$ cat config.mk
export PLATFORM = sky130hd
export DESIGN_NAME = shift_register_output_expander
export DESIGN_NICKNAME = d
export VERILOG_FILES = /design/src/sv/sre_pkg.sv /design/src/sv/sre_front.sv /design/src/sv/sre_queue.sv /design/src/sv/sre_back.sv /design/src/sv/shift_register_output_expander.sv
export SDC_FILE = /design/constraint.sdc
export NUM_CORES = 1
export LEC_CHECK = 0
export ABC_CLOCK_PERIOD_IN_PS = 4000
export BUFFER_PORTS_ARGS = -buffer_cell sky130_fd_sc_hd__buf_4
export CAP_MARGIN = 20
export CORE_ASPECT_RATIO = 0.75
export CORE_MARGIN = 5
export CORE_UTILIZATION = 35
export DETAILED_ROUTE_END_ITERATION = 12
export HOLD_SLACK_MARGIN = 0.03
export PLACE_DENSITY_LB_ADDON = 0.25
export SYNTH_ARGS = -nofsm -noshare
export SYNTH_HDL_FRONTEND = slang
export SYNTH_SLANG_ARGS = --single-unit
export TNS_END_PERCENT = 50
$ cat constraint.sdc
create_clock -name clk_i -period 4 [get_ports clk_i]
set_input_delay 0.4 -clock clk_i [delete_from_list [all_inputs] [get_ports clk_i]]
set_output_delay 0.4 -clock clk_i [all_outputs]
set_load 0.02 [all_outputs]
$ cat src/sv/sre_pkg.sv
// ----------------------------------------------------------------------------
// sre_pkg
// Shared types and constants for the shift-register output expander.
// ----------------------------------------------------------------------------
`timescale 1ns / 1ps
`default_nettype none

package sre_pkg;

  localparam int unsigned CmdW          = 3;
  localparam int unsigned IdxW          = 5;
  localparam int unsigned PosW          = 5;
  localparam int unsigned ChipBits      = 8;
  localparam int unsigned DefChipCount  = 3;
  localparam int unsigned QueueDepth    = 2;

  typedef enum logic [CmdW-1:0] {
    CMD_SET_LINE    = 3'd0,
    CMD_CLEAR_LINE  = 3'd1,
    CMD_TOGGLE_LINE = 3'd2,
    CMD_SET_ALL     = 3'd3,
    CMD_CLEAR_ALL   = 3'd4
  } cmd_e;

  typedef struct packed {
    cmd_e            cmd;
    logic [IdxW-1:0] index;
  } entry_t;

endpackage

`default_nettype wire

$ cat src/sv/sre_front.sv
// ----------------------------------------------------------------------------
// sre_front
// Accepts command words, drops unknown codes and out-of-range lines, and
// pushes the rest into the command queue.
// ----------------------------------------------------------------------------
`timescale 1ns / 1ps
`default_nettype none

module sre_front #(
  parameter int unsigned LineCount = sre_pkg::DefChipCount * sre_pkg::ChipBits
) (
  input  wire logic                        in_valid_i,
  output      logic                        in_stall_o,
  input  wire logic [sre_pkg::CmdW-1:0]    command_i,
  input  wire logic [sre_pkg::IdxW-1:0]    io_index_i,
  input  wire logic                        full_i,
  output      logic                        push_o,
  output      sre_pkg::entry_t             entry_o
);

  logic keep;
  logic in_range;

  assign in_range = 32'(io_index_i) < LineCount;

  always_comb begin
    case (sre_pkg::cmd_e'(command_i))
      sre_pkg::CMD_SET_LINE,
      sre_pkg::CMD_CLEAR_LINE,
      sre_pkg::CMD_TOGGLE_LINE: keep = in_range;
      sre_pkg::CMD_SET_ALL,
      sre_pkg::CMD_CLEAR_ALL:   keep = 1'b1;
      default:                  keep = 1'b0;
    endcase
  end

  assign in_stall_o    = full_i;
  assign push_o        = in_valid_i && !full_i && keep;
  assign entry_o.cmd   = sre_pkg::cmd_e'(command_i);
  assign entry_o.index = io_index_i;

endmodule

`default_nettype wire

$ cat src/sv/sre_queue.sv
// ----------------------------------------------------------------------------
// sre_queue
// Short command queue between the front and the serializer.
// ----------------------------------------------------------------------------
`timescale 1ns / 1ps
`default_nettype none

module sre_queue (
  input  wire logic             clk_i,
  input  wire logic             rst_ni,
  input  wire logic             push_i,
  input  wire sre_pkg::entry_t  entry_i,
  output      logic             full_o,
  output      logic             empty_o,
  input  wire logic             pop_i,
  output      sre_pkg::entry_t  entry_o
);

  localparam int unsigned PtrW = $clog2(sre_pkg::QueueDepth);
  localparam int unsigned CntW = $clog2(sre_pkg::QueueDepth + 1);

  sre_pkg::entry_t       mem_q [sre_pkg::QueueDepth];
  logic [PtrW-1:0]       wr_ptr_q, wr_ptr_d;
  logic [PtrW-1:0]       rd_ptr_q, rd_ptr_d;
  logic [CntW-1:0]       count_q, count_d;

  assign full_o  = count_q == CntW'(sre_pkg::QueueDepth);
  assign empty_o = count_q == '0;
  assign entry_o = mem_q[rd_ptr_q];

  always_comb begin
    wr_ptr_d = push_i ? wr_ptr_q + 1'b1 : wr_ptr_q;
    rd_ptr_d = pop_i  ? rd_ptr_q + 1'b1 : rd_ptr_q;
    count_d  = count_q;
    if (push_i && !pop_i) begin
      count_d = count_q + 1'b1;
    end else if (pop_i && !push_i) begin
      count_d = count_q - 1'b1;
    end
  end

  always_ff @(posedge clk_i or negedge rst_ni) begin
    if (!rst_ni) begin
      wr_ptr_q <= '0;
      rd_ptr_q <= '0;
      count_q  <= '0;
    end else begin
      wr_ptr_q <= wr_ptr_d;
      rd_ptr_q <= rd_ptr_d;
      count_q  <= count_d;
    end
  end

  always_ff @(posedge clk_i) begin
    if (push_i) begin
      mem_q[wr_ptr_q] <= entry_i;
    end
  end

endmodule

`default_nettype wire

$ cat src/sv/sre_back.sv
// ----------------------------------------------------------------------------
// sre_back
// Holds the output image, applies one queued command and shifts the whole
// image out, farthest chip first, MSB first, one word per line.
// ----------------------------------------------------------------------------
`timescale 1ns / 1ps
`default_nettype none

module sre_back #(
  parameter int unsigned LineCount = sre_pkg::DefChipCount * sre_pkg::ChipBits
) (
  input  wire logic                     clk_i,
  input  wire logic                     rst_ni,
  input  wire logic                     empty_i,
  input  wire sre_pkg::entry_t          entry_i,
  output      logic                     pop_o,
  output      logic                     out_valid_o,
  input  wire logic                     out_stall_i,
  output      logic                     serial_bit_o,
  output      logic [sre_pkg::PosW-1:0] bit_position_o,
  output      logic                     latch_after_o
);

  localparam int unsigned LineW = $clog2(LineCount);

  typedef enum logic {
    ST_IDLE,
    ST_SEND
  } state_e;

  state_e               state_q, state_d;
  logic [LineCount-1:0] image_q, image_d;
  logic [LineW-1:0]     pos_q, pos_d;
  logic [LineCount-1:0] mask;

  assign mask = {{(LineCount-1){1'b0}}, 1'b1} << entry_i.index;
  assign pop_o = (state_q == ST_IDLE) && !empty_i;

  always_comb begin
    state_d = state_q;
    image_d = image_q;
    pos_d   = pos_q;
    case (state_q)
      ST_IDLE: begin
        if (!empty_i) begin
          case (entry_i.cmd)
            sre_pkg::CMD_SET_LINE:    image_d = image_q | mask;
            sre_pkg::CMD_CLEAR_LINE:  image_d = image_q & ~mask;
            sre_pkg::CMD_TOGGLE_LINE: image_d = image_q ^ mask;
            sre_pkg::CMD_SET_ALL:     image_d = '1;
            sre_pkg::CMD_CLEAR_ALL:   image_d = '0;
            default:                  image_d = image_q;
          endcase
          pos_d   = LineW'(LineCount - 1);
          state_d = ST_SEND;
        end
      end
      ST_SEND: begin
        if (!out_stall_i) begin
          if (pos_q == '0) begin
            state_d = ST_IDLE;
          end else begin
            pos_d = pos_q - 1'b1;
          end
        end
      end
      default: state_d = ST_IDLE;
    endcase
  end

  always_ff @(posedge clk_i or negedge rst_ni) begin
    if (!rst_ni) begin
      state_q <= ST_IDLE;
      image_q <= '0;
      pos_q   <= '0;
    end else begin
      state_q <= state_d;
      image_q <= image_d;
      pos_q   <= pos_d;
    end
  end

  assign out_valid_o    = state_q == ST_SEND;
  assign serial_bit_o   = image_q[pos_q];
  assign bit_position_o = sre_pkg::PosW'(pos_q);
  assign latch_after_o  = pos_q == '0;

endmodule

`default_nettype wire

$ cat src/sv/shift_register_output_expander.sv
// ----------------------------------------------------------------------------
// shift_register_output_expander
// Keeps a shadow image of CHIP_COUNT chained 8-bit shift-register chips and
// resends the whole image after every valid command.
//
// Input channel: in_valid_i / in_stall_o with command_i and io_index_i.
// Commands: set, clear or toggle one line, set all, clear all. Unknown codes
// and single-line commands beyond the line count are dropped without output.
// Output channel: out_valid_o / out_stall_i, one word per serial bit with
// serial_bit_o, bit_position_o and latch_after_o (high on line 0, the last).
// Each command yields CHIP_COUNT*8 words, farthest chip first, MSB first.
// An accepted command passes through the queue, then the serializer applies it in
// its idle state and shifts one word per cycle while out_stall_i is low; the
// single serializer takes a new command only after the last word of a frame.
// A two-entry queue lets new commands in while a frame is being shifted.
// Reset clears the image and the queue; no frame is sent at reset.
// A stalled receiver holds the current word and pauses the serializer.
// ----------------------------------------------------------------------------
`timescale 1ns / 1ps
`default_nettype none

module shift_register_output_expander #(
  parameter int unsigned CHIP_COUNT = sre_pkg::DefChipCount
) (
  input  wire logic                     clk_i,
  input  wire logic                     rst_ni,
  input  wire logic                     in_valid_i,
  output      logic                     in_stall_o,
  input  wire logic [sre_pkg::CmdW-1:0] command_i,
  input  wire logic [sre_pkg::IdxW-1:0] io_index_i,
  output      logic                     out_valid_o,
  input  wire logic                     out_stall_i,
  output      logic                     serial_bit_o,
  output      logic [sre_pkg::PosW-1:0] bit_position_o,
  output      logic                     latch_after_o
);

  localparam int unsigned LineCount = CHIP_COUNT * sre_pkg::ChipBits;

  logic            push;
  logic            pop;
  logic            full;
  logic            empty;
  sre_pkg::entry_t push_entry;
  sre_pkg::entry_t head_entry;

  sre_front #(
    .LineCount (LineCount)
  ) u_front (
    .in_valid_i (in_valid_i),
    .in_stall_o (in_stall_o),
    .command_i  (command_i),
    .io_index_i (io_index_i),
    .full_i     (full),
    .push_o     (push),
    .entry_o    (push_entry)
  );

  sre_queue u_queue (
    .clk_i   (clk_i),
    .rst_ni  (rst_ni),
    .push_i  (push),
    .entry_i (push_entry),
    .full_o  (full),
    .empty_o (empty),
    .pop_i   (pop),
    .entry_o (head_entry)
  );

  sre_back #(
    .LineCount (LineCount)
  ) u_back (
    .clk_i          (clk_i),
    .rst_ni         (rst_ni),
    .empty_i        (empty),
    .entry_i        (head_entry),
    .pop_o          (pop),
    .out_valid_o    (out_valid_o),
    .out_stall_i    (out_stall_i),
    .serial_bit_o   (serial_bit_o),
    .bit_position_o (bit_position_o),
    .latch_after_o  (latch_after_o)
  );

endmodule

`default_nettype wire
---- Word-level counts from Yosys, hierarchy flattened ----
Memory sizes are Yosys's and may differ from the RTL's.
Index checks and enable logic that the tools add are counted.
word-level totals
  output and inout bits ................... 9
  RAM bits ................................ 16
  register bits ........................... 34
  logic and storage cells ................. 68
  ROM bits ................................ 0
  latch bits .............................. 0
  memories ................................ 1
  bits of input ports ..................... 12
memories
  memory         depth  width  read ports  clocked after Yosys merged registers in  wr ports  RTL line         RTL
  u_queue.mem_q  2      8      1           0                                        1         sre_queue.sv:22  sre_pkg::entry_t mem_q [sre_pkg::QueueDepth];
operators by class
  add/subtract/negate cells ............... 5
  shifts and indexed selects .............. 1
  reduce and logical (&&, ||, !) cells .... 19
  eq/ne operators ......................... 12
  $lt $le $gt $ge ......................... 2
  muxes and demuxes ....................... 16
  div/mod/pow operators ................... 0
  bitwise operators ....................... 6
  multipliers ............................. 0
operator list
  cell                                                        number
  case mux 24 bit (5 select lines)                            1
  bitwise AND 24 bit                                          1
  NOT 24 bit                                                  1
  OR 24 bit                                                   1
  left shift 1 x 5 -> 24 bit, first input constant            1
  XOR 24 bit                                                  1
  2-to-1 mux 5 bit                                            3
  equality test 3 x 2 -> 1 bit, second input constant         4
  case mux 5 bit (2 select lines)                             1
  equality test 3 x 1 -> 1 bit, second input constant         2
  equality test 3 bit, second input constant                  2
  logical NOT 3 bit                                           2
  less-than comparator 5 x 6 -> 1 bit, second input constant  1
  2-to-1 mux 1 bit                                            6
  != test 2 bit, second input constant                        3
  AND reduction 3 bit                                         2
  binary-select mux 1 bit (select 5 bit)                      1
  logical AND 1 bit                                           5
  logical NOT 5 bit                                           1
  less-than comparator 5 bit, second input constant           1
  nonzero test 5 bit                                          1
  subtractor 5 x 1 -> 5 bit, second input constant            1
  logical NOT 1 bit                                           4
  2-to-1 mux 2 bit                                            2
  10 further kinds                                            13

---- Longest topological paths before layout ----
  depth in word-level cells ............... 8
  mapped depth ............................ 10
  depth with buffers taken out ............ 8

---- Cells and area by module ----
Synthesis repeated with hierarchy kept, for this count alone.
unflattened totals
  cells, all modules ...................... 411
  area, all modules ....................... 4194.0 um2
modules (own cells, without submodules)
  module     area an instance (um2)  cells each  seq. area each (um2)  instances
  sre_back   3320.7                  355         750.7                 1
  sre_queue  770.7                   41          580.6                 1
  sre_front  102.6                   15          0.0                   1

---- Least setup slack after synthesis ----
Ideal clock, no wire load.
  path kind ............................... register to output
  from .................................... register u_back.pos_q[0], in the netlist u_back.bit_position_o[0]
  to ...................................... output serial_bit_o
  arrival time ............................ 1.774 ns
  path buffers ............................ 2
  setup slack ............................. 1.826 ns
  data required time ...................... 3.600 ns
  cell stages (with the launch flop) ...... 6
  path through ............................ dfrtp_1 > buf_2 > buf_2 > o2111a_1 > a2111o_1 > o221ai_1
between the ends
  word-level cells in the longest chain between the ends .. 2
ends and longest elaborated chain
  element                                 RTL line                              RTL
  from (decl)                             sre_back.sv:33                        logic [LineW-1:0] pos_q, pos_d;
  from (signal assigned)                  sre_back.sv:79                        pos_q <= pos_d;
  binary-select mux 1 bit (select 5 bit)  sre_back.sv:84                        assign serial_bit_o = image_q[pos_q];
  2-to-1 mux 1 bit (not written as such)  sre_back.sv:84
  to (decl)                               shift_register_output_expander.sv:33  output logic serial_bit_o,
Every way passes these cells. The select of a mux whose other input is x is not followed.

---- Worst setup path after layout ----
Ends and elaborated chain as after synthesis.

==> impl_results.md <==
* Startpoint types: flop
* Multiplexer share of the synthesized area at 7.81%
* Total GRT Usage at ~14%
* Dominant cell type by area after synthesis: dfrtp_1
* Worst vdd ir at 448 uV
* Final std cells w/o fill at 482
* CTS Buf Count at 5
* Largest net degree at the start of global routing at 35
* CTS resizes at 0
* Core ar. at around 10000 um^2
* Total Wirelength at 8330 um
* Crit path max-delay family: flip-flops
* Crit path required time at around 3.6 ns
* Commonest cells after routing, fill and taps aside: 51 x ha_1, 45 x nand2_1, 34 x inv_1, 34 x dfrtp_1, 21 x buf_4
* CTS tree: built
* PwrDens at 624 nW/um^2
* Die height at 97.1 um
* Distinct cell type count after synthesis at 47
* Most common cell after layout, fill and taps aside: ha_1
* Hpwl dp at 5890 um
* Rel. slew slack at 37.8%
* Worst skew pair latency at 0.30 ns
* Post-route ant nets at 0
* P&R area growth vs syn at 12.2%
* DRC errors left at 0
* Synth Area in XOR/XNOR at around 1.7%
* Initial DRT Pass Iterations at 4
* Synth Net Count at 399
* EDFF count, synth at 16
* Post-CTS Setup Bufs at 0
* Area after DPL at 3800 um^2
* Hold-fix buffers, CTS at 0
* CP Capture Type: output port
* H-Tree Depth at 2
* Fin nets at 412
* Slowest-stage cell, CP: dfrtp_1
* Crit path max fanout at 15
* Total number of vias at 2615
* Global route overflow at 0
* Vias in the first global route at 2624
* Fmax at 360 MHz
* Drt via density at about 5.4
* #FFs+latches synth at 50
* Diode count at 0
* Least-Margin Pin Slew at 0.933 ns
* Final setup violation count at 0
* Sequential area share after synthesis at between 30 and 40%
* Synth Area in Adders at 18.0%
* Clock transition at the registers of the reported paths at 0.07 ns
* TNS Setup at 0 ns
* Top-area cell type share of the netlist area at between 20% and 30%
* Post-Syn Instances at 336
* DIE WIDTH at approximately 130 um
* Synth Cell Area at 3540 um^2
* Synth Flop Type: dfrtp_1
* First-pass GRT wire length at 14000 um
* Compound-cell area share of the yosys netlist at 17.5%
* Root buf cell: clkbuf_16
* Total of max-cap violations at 0
* Clock sink count at 50
* Largest family of logic cells by synthesized area: adder cells
* Fraction of layout cells with a size suffix above 1 at 12.0%
* Status: finished, final reports clean
* DRT iter0 DRCs at 101
* Part of the cycle the worst path needs at a little over two thirds
* Max stage delay on crit path at between 0.7 and 0.8 ns
* Synth warn at 0
* Unrepaired setup endpoints after global routing: no
* Synth top area cells: dfrtp_1 24%, ha_1 18%, edfxtp_1 14%
* Final Wtd Congestion at 0.755
* Final WS setup at 1.22 ns
* Initial antenna violation count at 0
* Post-route minimum period at 2.78 ns
* Input/output buffers at 20
* Die area at around 12000 um^2
* Num ports at 21
* Simple-Gate Fraction of Synth Area at 11.1%
* Fin. max-slew vios at 0
* Lkg Pwr at between 1.5 and 2 nW
* Final hold vios at 0
* Placed Cells at 474
* Clock Tree Buf Depth at 2
* Hold Path Class: input port to asynchronous set/reset pin
* Mean Syn Cell Area at ~11 um^2
* Total power at 2.48 mW
* Average wire per standard cell at 17.3 um
* CP Cell Sequence: mux4_2 -> and4_1 -> a31oi_1 -> o221ai_1 -> buf_4
* Place WS at 1.48 ns
* Ys async rst share at 68.0%
* Row count at 31
* Clock Skew at 0.00863 ns
* Design Area, Final at 3970 um^2
* Buffers & Inverters on Critical Path at 1
* Starting Density at 36.2%
* Critical path type: flop to output port
* Crit path arrival time at 2.38 ns
-- synthesized netlist by cell type, types with 2 or more instances --
cell       n
mux2i_1   13
a22o_1    11
o22a_1    15
nand2b_1   3
ha_1      51
buf_2     11
nand2_1   45
nor2_1    16
a32oi_1    2
xor2_1     4
edfxtp_1  16
o22ai_1   11
a21oi_1    6
o311a_1    2
xnor2_1    3
mux4_2     4
clkbuf_1   2
mux2_4     3
nor3_1     5
inv_1     34
dfrtp_1   34
o21ai_0    2
a32o_1    15
nand2b_4   2
buf_6      2
a31oi_1    3
-- path summary, 6_finish.rpt --
kind / start / slack [ns] / endpoint / cells after the start
worst max-delay path: u_back.bit_position_o[0] / 1.22 / serial_bit_o / 5
worst min register to register: u_back.image_q[4] / 0.53 / u_back.image_q[4] / 1
min in group clk_i: io_index_i[1] / 0.29 / u_queue.mem_q[0][1] / 1
max in group asynchronous: rst_ni / 3.60 / u_back.image_q[12] / 1
worst min-delay path: rst_ni / 0.06 / u_back.image_q[19] / 1
worst max register to register: u_queue.rd_ptr_q / 1.48 / u_back.image_q[7] / 7
-- final cells by class --
type | count | area, um^2
Clock buffer | 5 | 125
Clock inverter | 3 | 48.8
Fill cell | 930 | 5800
Inverter | 34 | 128
Multi-Input combinational cell | 236 | 1990
Sequential cell | 50 | 1330
Tap cell | 132 | 165
Timing Repair Buffer | 22 | 185
-- power by group --
part / switching [mW] / total [mW] / internal, mW
combinational: 0.557 / 1.07 / 0.517
sequential: 0.232 / 0.895 / 0.662
clock: 0.209 / 0.509 / 0.300
total: 0.999 / 2.48 / 1.48
-- stage by stage --
stage	util, %	hold WS, ns
after global routing	40.6	0.0862
final	40.6	0.0573
after CTS	40.6	0.0726
after floorplan	-	0.104
after global placement	38.6	0.400
after detailed placement	38.8	0.394
-- registers in the layout, indices dropped and copies added, names as in the netlist --
register	flops
u_back.bit_position_o	5
u_back.image_q	24
u_back.out_valid_o	1
u_queue.count_q	2
u_queue.mem_q	16
u_queue.rd_ptr_q	1
u_queue.wr_ptr_q	1
-- routing by layer --
| layer | share of wire, % | vias up | track usage, % | wire length (um) |
|---|---|---|---|---|
| li1 | - | 1252 | - | - |
| met1 | 50 | 1285 | 20.9 | 4140 |
| met2 | 44 | 68 | 20.9 | 3630 |
| met3 | 5.5 | 10 | 3.41 | 462 |
| met4 | 1.1 | 0 | 3.13 | 91 |
| met5 | 0 | - | 0 | 0 |
-- logic make-up (layout without fill, tap and decap cells) --
kind of cell | count (synthesis) | count (layout)
compound gates | 76 | 76
buf+inv | 50 | 64
xor+xnor | 7 | 7
fa+ha+maj | 51 | 51
flops | 50 | 50
mux | 21 | 21
simple gates | 81 | 81
(Power assumes the default switching activity.)
